## src/design/obcc_pkg.sv

```systemverilog
`timescale 1ns / 1ps
package obcc_pkg;

	localparam int unsigned DEF_MAX_HALF_BIN = 32768;
	localparam int unsigned DEF_MAX_KMER     = 1023;

	localparam int unsigned KMER_W  = 10;
	localparam int unsigned HALF_W  = 16;
	localparam int unsigned CFG_W   = 16;
	localparam int unsigned IDX_W   = 32;
	localparam int unsigned CNT_W   = 17;

	localparam logic [KMER_W-1:0] KMER_RESET = KMER_W'(31);
	localparam logic [HALF_W-1:0] HALF_RESET = HALF_W'(5000);

	localparam int unsigned MAX_RESULTS = 3;
	localparam int unsigned RES_NW      = $clog2(MAX_RESULTS + 1);
	localparam int unsigned QUEUE_DEPTH = 4;
	localparam int unsigned QPTR_W      = $clog2(QUEUE_DEPTH);
	localparam int unsigned QCNT_W      = $clog2(QUEUE_DEPTH + 1);

	typedef enum logic [0:0] {
		REG_KMER_LEN = 1'b0,
		REG_HALF_BIN = 1'b1
	} cfg_reg_t;

	typedef struct packed {
		logic unique_start;
		logic final_position;
	} pos_item_t;

	typedef struct packed {
		logic [IDX_W-1:0] bin_index;
		logic [CNT_W-1:0] anchor_count;
		logic [CNT_W-1:0] bases_covered;
		logic             last_bin;
	} bin_item_t;

	typedef struct packed {
		logic [RES_NW-1:0]                 count;
		bin_item_t [MAX_RESULTS-1:0]       bin_list;
	} bin_push_t;

endpackage

```

## src/design/overlapping_bin_coverage_counter_unit.sv

```systemverilog
`timescale 1ns / 1ps
// Overlapping-bin coverage counter.
// The item channel (item_valid / item_stall / item) takes one reference position
// per cycle while item_stall is low: an anchor flag and a final-position mark.
// Bins are two half-lengths long and start every half-length; each reported bin
// carries its index, its anchor count and its covered-base count on the bin
// channel (bin_valid / bin_stall / bin).
// An item's results are registered in the result queue and leave it one per
// cycle while bin_stall is low, in increasing bin index. Most items cause no
// result or one; a final position causes up to three. Sustained rate is one
// item per cycle while bin_stall is low, set by the four-entry result queue
// that follows the update logic: item_stall rises when fewer than three
// entries are free, so a stalled receiver backs up into the item channel.
// cfg_we / cfg_index / cfg_data write kmer_len (index 0) and half_bin (index 1);
// the user must do so only while the block is idle; the block does not enforce it.
// Reset clears the position, the bin counters and the queue, and sets kmer_len
// to 31 and half_bin to 5000. After a final position the block starts a new
// reference at bin 0 and keeps its registers.
module overlapping_bin_coverage_counter_unit #(
	parameter int unsigned MAX_HALF_BIN = obcc_pkg::DEF_MAX_HALF_BIN,
	parameter int unsigned MAX_KMER     = obcc_pkg::DEF_MAX_KMER
) (
	input  logic                       clk,
	input  logic                       arst_n,
	input  logic                       item_valid,
	output logic                       item_stall,
	input  obcc_pkg::pos_item_t        item,
	output logic                       bin_valid,
	input  logic                       bin_stall,
	output obcc_pkg::bin_item_t        bin,
	input  logic                       cfg_we,
	input  obcc_pkg::cfg_reg_t         cfg_index,
	input  logic [obcc_pkg::CFG_W-1:0] cfg_data
);
	import obcc_pkg::*;

	bin_push_t push;
	logic      accept;

	assign accept = item_valid && !item_stall;

	obcc_core #(
		.MAX_HALF_BIN (MAX_HALF_BIN),
		.MAX_KMER     (MAX_KMER)
	) u_core (
		.clk       (clk),
		.arst_n    (arst_n),
		.accept    (accept),
		.pos       (item),
		.cfg_we    (cfg_we),
		.cfg_index (cfg_index),
		.cfg_data  (cfg_data),
		.push      (push)
	);

	obcc_queue u_queue (
		.clk       (clk),
		.arst_n    (arst_n),
		.push      (push),
		.full      (item_stall),
		.bin_valid (bin_valid),
		.bin_stall (bin_stall),
		.bin       (bin)
	);

endmodule

```

## src/design/obcc_core.sv

```systemverilog
`timescale 1ns / 1ps
module obcc_core #(
	parameter int unsigned MAX_HALF_BIN = obcc_pkg::DEF_MAX_HALF_BIN,
	parameter int unsigned MAX_KMER     = obcc_pkg::DEF_MAX_KMER
) (
	input  logic                    clk,
	input  logic                    arst_n,
	input  logic                    accept,
	input  obcc_pkg::pos_item_t     pos,
	input  logic                    cfg_we,
	input  obcc_pkg::cfg_reg_t      cfg_index,
	input  logic [obcc_pkg::CFG_W-1:0] cfg_data,
	output obcc_pkg::bin_push_t     push
);
	import obcc_pkg::*;

	localparam int unsigned OFF_W = (MAX_HALF_BIN > 1) ? $clog2(MAX_HALF_BIN) : 1;
	localparam int unsigned HB_W  = $clog2(MAX_HALF_BIN + 1);
	localparam int unsigned CD_W  = $clog2(MAX_KMER + 1);

	logic [KMER_W-1:0] kmer_len_q;
	logic [HALF_W-1:0] half_bin_q;

	logic [OFF_W-1:0] off_q;
	logic [IDX_W-1:0] half_q;
	logic [CNT_W-1:0] anc_q  [2];
	logic [CNT_W-1:0] base_q [2];
	logic [CD_W-1:0]  cd_q   [2];

	logic [CNT_W-1:0] anc_d  [2];
	logic [CNT_W-1:0] base_d [2];
	logic [CD_W-1:0]  cd_d   [2];

	logic [CD_W-1:0] k;
	logic [HB_W-1:0] hb;
	logic            end_half;
	logic            cur;
	logic            has_prev;
	bin_item_t       prv_bin, cur_bin, trail_bin;

	always_ff @(posedge clk or negedge arst_n) begin
		if (!arst_n) begin
			kmer_len_q <= KMER_RESET;
			half_bin_q <= HALF_RESET;
		end else if (cfg_we) begin
			case (cfg_index)
				REG_KMER_LEN: kmer_len_q <= cfg_data[KMER_W-1:0];
				REG_HALF_BIN: half_bin_q <= cfg_data[HALF_W-1:0];
				default:      ;
			endcase
		end
	end

	always_comb begin
		if (32'(kmer_len_q) > 32'(MAX_KMER))
			k = CD_W'(MAX_KMER);
		else
			k = CD_W'(kmer_len_q);
		if (half_bin_q == '0)
			hb = HB_W'(1);
		else if (32'(half_bin_q) > 32'(MAX_HALF_BIN))
			hb = HB_W'(MAX_HALF_BIN);
		else
			hb = HB_W'(half_bin_q);
	end

	assign end_half = ((HB_W + 1)'(off_q) + (HB_W + 1)'(1)) >= (HB_W + 1)'(hb);
	assign cur      = half_q[0];
	assign has_prev = (half_q != '0);

	// Update both open bins; the slot of the current half restarts at its first position.
	always_comb begin
		for (int s = 0; s < 2; s++) begin
			anc_d[s]  = anc_q[s];
			base_d[s] = base_q[s];
			cd_d[s]   = cd_q[s];
			if (off_q == '0 && cur == 1'(s)) begin
				anc_d[s]  = '0;
				base_d[s] = '0;
				cd_d[s]   = '0;
			end
			if (cur == 1'(s) || has_prev) begin
				if (pos.unique_start) begin
					anc_d[s] = anc_d[s] + CNT_W'(1);
					cd_d[s]  = k;
				end
				if (cd_d[s] != '0) begin
					base_d[s] = base_d[s] + CNT_W'(1);
					cd_d[s]   = cd_d[s] - CD_W'(1);
				end
			end
		end
	end

	always_comb begin
		prv_bin.bin_index     = half_q - IDX_W'(1);
		prv_bin.anchor_count  = anc_d[~cur];
		prv_bin.bases_covered = base_d[~cur];
		prv_bin.last_bin      = 1'b0;

		cur_bin.bin_index     = half_q;
		cur_bin.anchor_count  = anc_d[cur];
		cur_bin.bases_covered = base_d[cur];
		cur_bin.last_bin      = ~end_half;

		trail_bin.bin_index     = half_q + IDX_W'(1);
		trail_bin.anchor_count  = '0;
		trail_bin.bases_covered = '0;
		trail_bin.last_bin      = 1'b1;

		push.bin_list = {trail_bin, trail_bin, trail_bin};
		push.count = '0;
		if (accept) begin
			if (has_prev && (end_half || pos.final_position)) begin
				push.bin_list[0] = prv_bin;
				push.bin_list[1] = cur_bin;
				push.count   = pos.final_position
					? (end_half ? RES_NW'(3) : RES_NW'(2)) : RES_NW'(1);
			end else if (pos.final_position) begin
				push.bin_list[0] = cur_bin;
				push.count   = end_half ? RES_NW'(2) : RES_NW'(1);
			end
		end
	end

	always_ff @(posedge clk or negedge arst_n) begin
		if (!arst_n) begin
			off_q  <= '0;
			half_q <= '0;
			for (int s = 0; s < 2; s++) begin
				anc_q[s]  <= '0;
				base_q[s] <= '0;
				cd_q[s]   <= '0;
			end
		end else if (accept) begin
			if (pos.final_position) begin
				off_q  <= '0;
				half_q <= '0;
				for (int s = 0; s < 2; s++) begin
					anc_q[s]  <= '0;
					base_q[s] <= '0;
					cd_q[s]   <= '0;
				end
			end else begin
				if (end_half) begin
					off_q  <= '0;
					half_q <= half_q + IDX_W'(1);
				end else begin
					off_q <= off_q + OFF_W'(1);
				end
				for (int s = 0; s < 2; s++) begin
					anc_q[s]  <= anc_d[s];
					base_q[s] <= base_d[s];
					cd_q[s]   <= cd_d[s];
				end
			end
		end
	end

endmodule

```

## src/design/obcc_queue.sv

```systemverilog
`timescale 1ns / 1ps
module obcc_queue (
	input  logic                  clk,
	input  logic                  arst_n,
	input  obcc_pkg::bin_push_t   push,
	output logic                  full,
	output logic                  bin_valid,
	input  logic                  bin_stall,
	output obcc_pkg::bin_item_t   bin
);
	import obcc_pkg::*;

	bin_item_t          entries_q [QUEUE_DEPTH];
	logic [QPTR_W-1:0]  wr_ptr_q;
	logic [QPTR_W-1:0]  rd_ptr_q;
	logic [QCNT_W-1:0]  count_q;
	logic               pop;

	// Leave room for the largest burst an item can cause.
	assign full      = count_q > QCNT_W'(QUEUE_DEPTH - MAX_RESULTS);
	assign bin_valid = (count_q != '0);
	assign bin       = entries_q[rd_ptr_q];
	assign pop       = bin_valid && !bin_stall;

	always_ff @(posedge clk) begin
		for (int i = 0; i < MAX_RESULTS; i++) begin
			if (RES_NW'(i) < push.count)
				entries_q[wr_ptr_q + QPTR_W'(i)] <= push.bin_list[i];
		end
	end

	always_ff @(posedge clk or negedge arst_n) begin
		if (!arst_n) begin
			wr_ptr_q <= '0;
			rd_ptr_q <= '0;
			count_q  <= '0;
		end else begin
			wr_ptr_q <= wr_ptr_q + QPTR_W'(push.count);
			if (pop)
				rd_ptr_q <= rd_ptr_q + QPTR_W'(1);
			count_q <= count_q + QCNT_W'(push.count) - QCNT_W'(pop);
		end
	end

endmodule
```

## config.mk

```make
export PLATFORM = sky130hd
export DESIGN_NAME = overlapping_bin_coverage_counter_unit
export DESIGN_NICKNAME = d
export VERILOG_FILES = /design/src/design/obcc_pkg.sv /design/src/design/overlapping_bin_coverage_counter_unit.sv /design/src/design/obcc_core.sv /design/src/design/obcc_queue.sv
export SDC_FILE = /design/constraint.sdc
export NUM_CORES = 1
export LEC_CHECK = 0
export BUFFER_PORTS_ARGS = -buffer_cell sky130_fd_sc_hd__buf_2
export CORE_ASPECT_RATIO = 1.5
export CORE_UTILIZATION = 45
export CTS_CLUSTER_DIAMETER = 200
export DETAILED_ROUTE_END_ITERATION = 6
export GPL_TIMING_DRIVEN = 0
export MAX_ROUTING_LAYER = met4
export PLACE_DENSITY = 0.7
export SLEW_MARGIN = 40
export SYNTH_ARGS = -nofsm -noshare
export SYNTH_HDL_FRONTEND = slang
export SYNTH_SLANG_ARGS = --single-unit
```

## constraint.sdc

```tcl
create_clock -name clk -period 11.01 [get_ports clk]
set_input_delay 1.6515 -clock clk [delete_from_list [all_inputs] [get_ports clk]]
set_output_delay 1.6515 -clock clk [all_outputs]
set_load 0.03 [all_outputs]
```

==> reports/results.txt <==
Most common cell after layout, fill and taps aside - nand2_1
VDD IR-drop max - 0.0001867 V
Drt pass-1 iters - 7
Top post-synthesis cells by area - dfrtp_1 15%, edfxtp_1 14%, dfxtp_1 10%
Static leakage - 11.34 nW
Syn Area/Cell - 9.023 sq um
FF-to-FF setup slack - 3.35 ns
Largest net degree at the start of global routing - 66
Area Growth Syn to Fin - 13.04%
Global-route wire length before repair - 192.7 mm
Hold crit path type - reg2reg
Routed wire per std cell - 34.24 microns
Count of input and output buffers - 91
Reg2Reg Launch Point - u_core.half_q[0]$_DFFE_PN0P_
Status - finished clean
Resized cells post-CTS - 0
Ys Warns - 0
Cell Area, Synth - 0.02699 sq mm
Routed Antenna Nets - 0
Nets - 3,201
Postcts setup bufs - 0
Worst-path clk slew - 0.07 ns
Share of cells above drive strength 1 - 0.1416
Die Span Y - 301.9 microns
Slew Limit Fails - 0
Peak Freq - 130.6 MHz
Max Used Layer - met4
Die W - 202.0 microns
Worst Path Max Fanout - 11
Post-route met1 wirelength - 42.34 mm
Vias in the first global route - 27,460
Starting DRC count in detailed routing - 4,166
Period minus WS final - 7.658 ns
Reg2reg path depth - 13
Kind of end point of the critical path - register
R2R Path End - u_queue.entries_q[2][40]$_DFFE_PP_
Filler cells - 5,646
Via/cell ratio - 7.158
Design area - 0.03051 sq mm
Initial antenna violation count - 15
Post-synth ARST share - 0.3853
Post-synthesis sequential area ratio - 0.4025
CORE AREA - 0.05905 sq mm
Synth top area share - 0.1465
Max cap viols - 0
Htree depth - 2
Number of synthesized flops with an enable pin - 128
Post-Synthesis Cells - 2,991
Slew @ Worst Pin - 1.076 ns
Final GP Congestion - 1.131
Final critical-path share of the clock period - 0.6956
Worst-Skew Late Latency - 0.62 ns
Hold path cells - 2
Total global routing overflow - 0
CTS tree - done
Detailed-route via count - 28,420
Flops & latches, synth - 436
Setup total negative slack - 0 ns
Final wirelength - 136.0 mm
Ys flop type - dfrtp_1
Rows - 109
Worst Hold End - u_queue.entries_q[2][1]$_SDFFE_PP0P_
Netlist cell types - 96
Worst setup SP type - register
PwrDens - 269.1 mW/mm^2
Critical path class - reg2reg
Hold Startpoint - u_queue.entries_q[2][1]$_SDFFE_PP0P_
Hold Vio Cnt, Final - 0
Critical Path RT - 11.27 ns
Slew margin rel. - 0.2798
Clk root buf - clkbuf_16
Setup Skew - 0.03527 ns
Syn Nets - 3,047
Initial Util - 0.4570
Placed Area - 0.02881 sq mm
# setup viols final - 0
Power, Total - 0.008209 W
GRT Util Overall - 0.4578
Post-DP HPWL - 98.07 mm
Hold buffers post-CTS - 0
Die area - 0.06097 sq mm
I/O pin total - 93
RSZ-0062 raised after global routing - no
Met3 wire length - 15.45 mm
Cell taking the most area after synthesis - dfrtp_1
Num CTS Buffers - 43
Clock Path Buffers - 3
Met2 wire length - 60.91 mm
Commonest non-fill, non-tap cells in the layout - 318 x nand2_1, 279 x nor2_1, 215 x o21ai_0
CTS Sinks - 436
DRC errors left - 0
Crit path DAT - 7.92 ns
[kinds of logic after synthesis]
group | after synthesis | synth area share
muxes | 116 | 0.07539
DFF | 436 | 0.4025
xor gates and xnor gates | 162 | 0.05355
and+or+nand+nor | 983 | 0.1711
adders and majority gates | 32 | 0.01511
AOI/OAI and AO/OA | 968 | 0.2402
buffers and inverters | 294 | 0.04219
[final cells by class]
cell class | count | area, sq um | share of cell area
multi-input cells | 2261 | 15150 | 0.4966
inverters | 44 | 175.2 | 0.005742
diodes | 14 | 35.03 | 0.001148
plain buffers | 250 | 1056 | 0.03462
clock inverters | 23 | 349.1 | 0.01144
flip-flops and latches | 436 | 10860 | 0.3561
repair buffers | 109 | 668.1 | 0.02190
well taps | 777 | 972.2 | 0.03187
clock buffers | 56 | 1237 | 0.04056
[worst max-delay path, cell delays in order, from the launching register on]
cell,delay [ns]
dfrtp_1,0.55
clkinv_1,0.32
clkbuf_1,0.68
clkbuf_1,0.66
ha_1,0.35
nor4b_1,0.49
nand4_2,0.66
nor3_4,0.67
buf_2,0.50
a21o_1,0.60
nand2_1,0.63
clkbuf_1,0.59
o211ai_1,0.26
o311ai_0,0.31
[report_power, final]
| group | internal (W) | switching (W) | total, W | leakage (nW) |
|---|---|---|---|---|
| Sequential | 0.00202 | 0.000206 | 0.00222 | 4.52 |
| Combinational | 0.00125 | 0.00302 | 0.00427 | 6.03 |
| Clock | 0.00101 | 0.000711 | 0.00172 | 0.785 |
| Total | 0.00427 | 0.00394 | 0.00821 | 11.3 |
[cells in the mapped netlist (11+ instances only)]
cell and n:
o221ai_1 28, edfxtp_1 128, mux2_2 28, nor3_1 65, mux2i_1 21, nor2b_1 11
a22oi_1 123, and2_1 21, o21ai_0 216, a211oi_1 31, buf_2 28, a222oi_1 17
dfxtp_1 140, o22ai_1 117, and4_1 12, mux4_2 67, inv_1 41, o211ai_1 13
nor2_1 286, a221oi_1 27, dfrtp_1 158, ha_1 31, a221o_1 22, a21oi_1 167
nor4_1 24, a31oi_1 16, nand4_1 36, xnor2_1 97, and3_1 36, xor2_1 63
o31ai_1 34, nand2_1 318, nand3_1 106, clkbuf_1 203, a22o_1 34, buf_1 19
[metal layers]
metal / track usage / up-vias
met5: - / -
met4: 0.4598 / 0
met3: 0.1559 / 999
met2: 0.7003 / 2212
met1: 0.4458 / 13510
li1: - / 11700
[stage by stage]
step | std cells | setup slack [ns] | util | hold WS (ns)
after detailed placement | 3874 | 3.983 | 0.4879 | 0.4312
after CTS | 3953 | 3.919 | 0.5148 | 0.4404
after floorplan | 2991 | 6.223 | - | 0.4102
final | 3970 | 3.352 | 0.5166 | 0.4388
after global placement | 3859 | 2.714 | 0.4812 | 0.4227
after global routing | 3970 | 3.757 | 0.5166 | 0.4542
[worst max path at each step]
stage	start	to	slack, ns	depth (start not counted)
after floorplan	item[1]	u_queue.entries_q[0][16]$_SDFFE_PP0P_	6.22	13
after global placement	u_core.half_q[0]$_DFFE_PN0P_	u_queue.entries_q[0][46]$_DFFE_PP_	2.71	12
after detailed placement	u_core.half_q[0]$_DFFE_PN0P_	u_queue.entries_q[0][11]$_SDFFE_PP0P_	3.98	15
after CTS	u_core.half_q[0]$_DFFE_PN0P_	u_queue.entries_q[0][11]$_SDFFE_PP0P_	3.92	15
after global routing	u_core.half_q[0]$_DFFE_PN0P_	u_queue.entries_q[2][40]$_DFFE_PP_	3.76	13
final	u_core.half_q[0]$_DFFE_PN0P_	u_queue.entries_q[2][40]$_DFFE_PP_	3.35	13
[flip-flops by register name, summed over array words and instances (netlist names)]
register and cells:
u_core.anc_q 34, u_core.k 10, u_queue.count_q 3, u_queue.wr_ptr_q 2, u_queue.entries_q 268, u_core.base_q 34
u_core.off_q 15, u_core.cd_q 20, u_core.half_q 32, u_queue.rd_ptr_q 2, u_core.half_bin_q 16
Power figures use the tool's default switching activity.
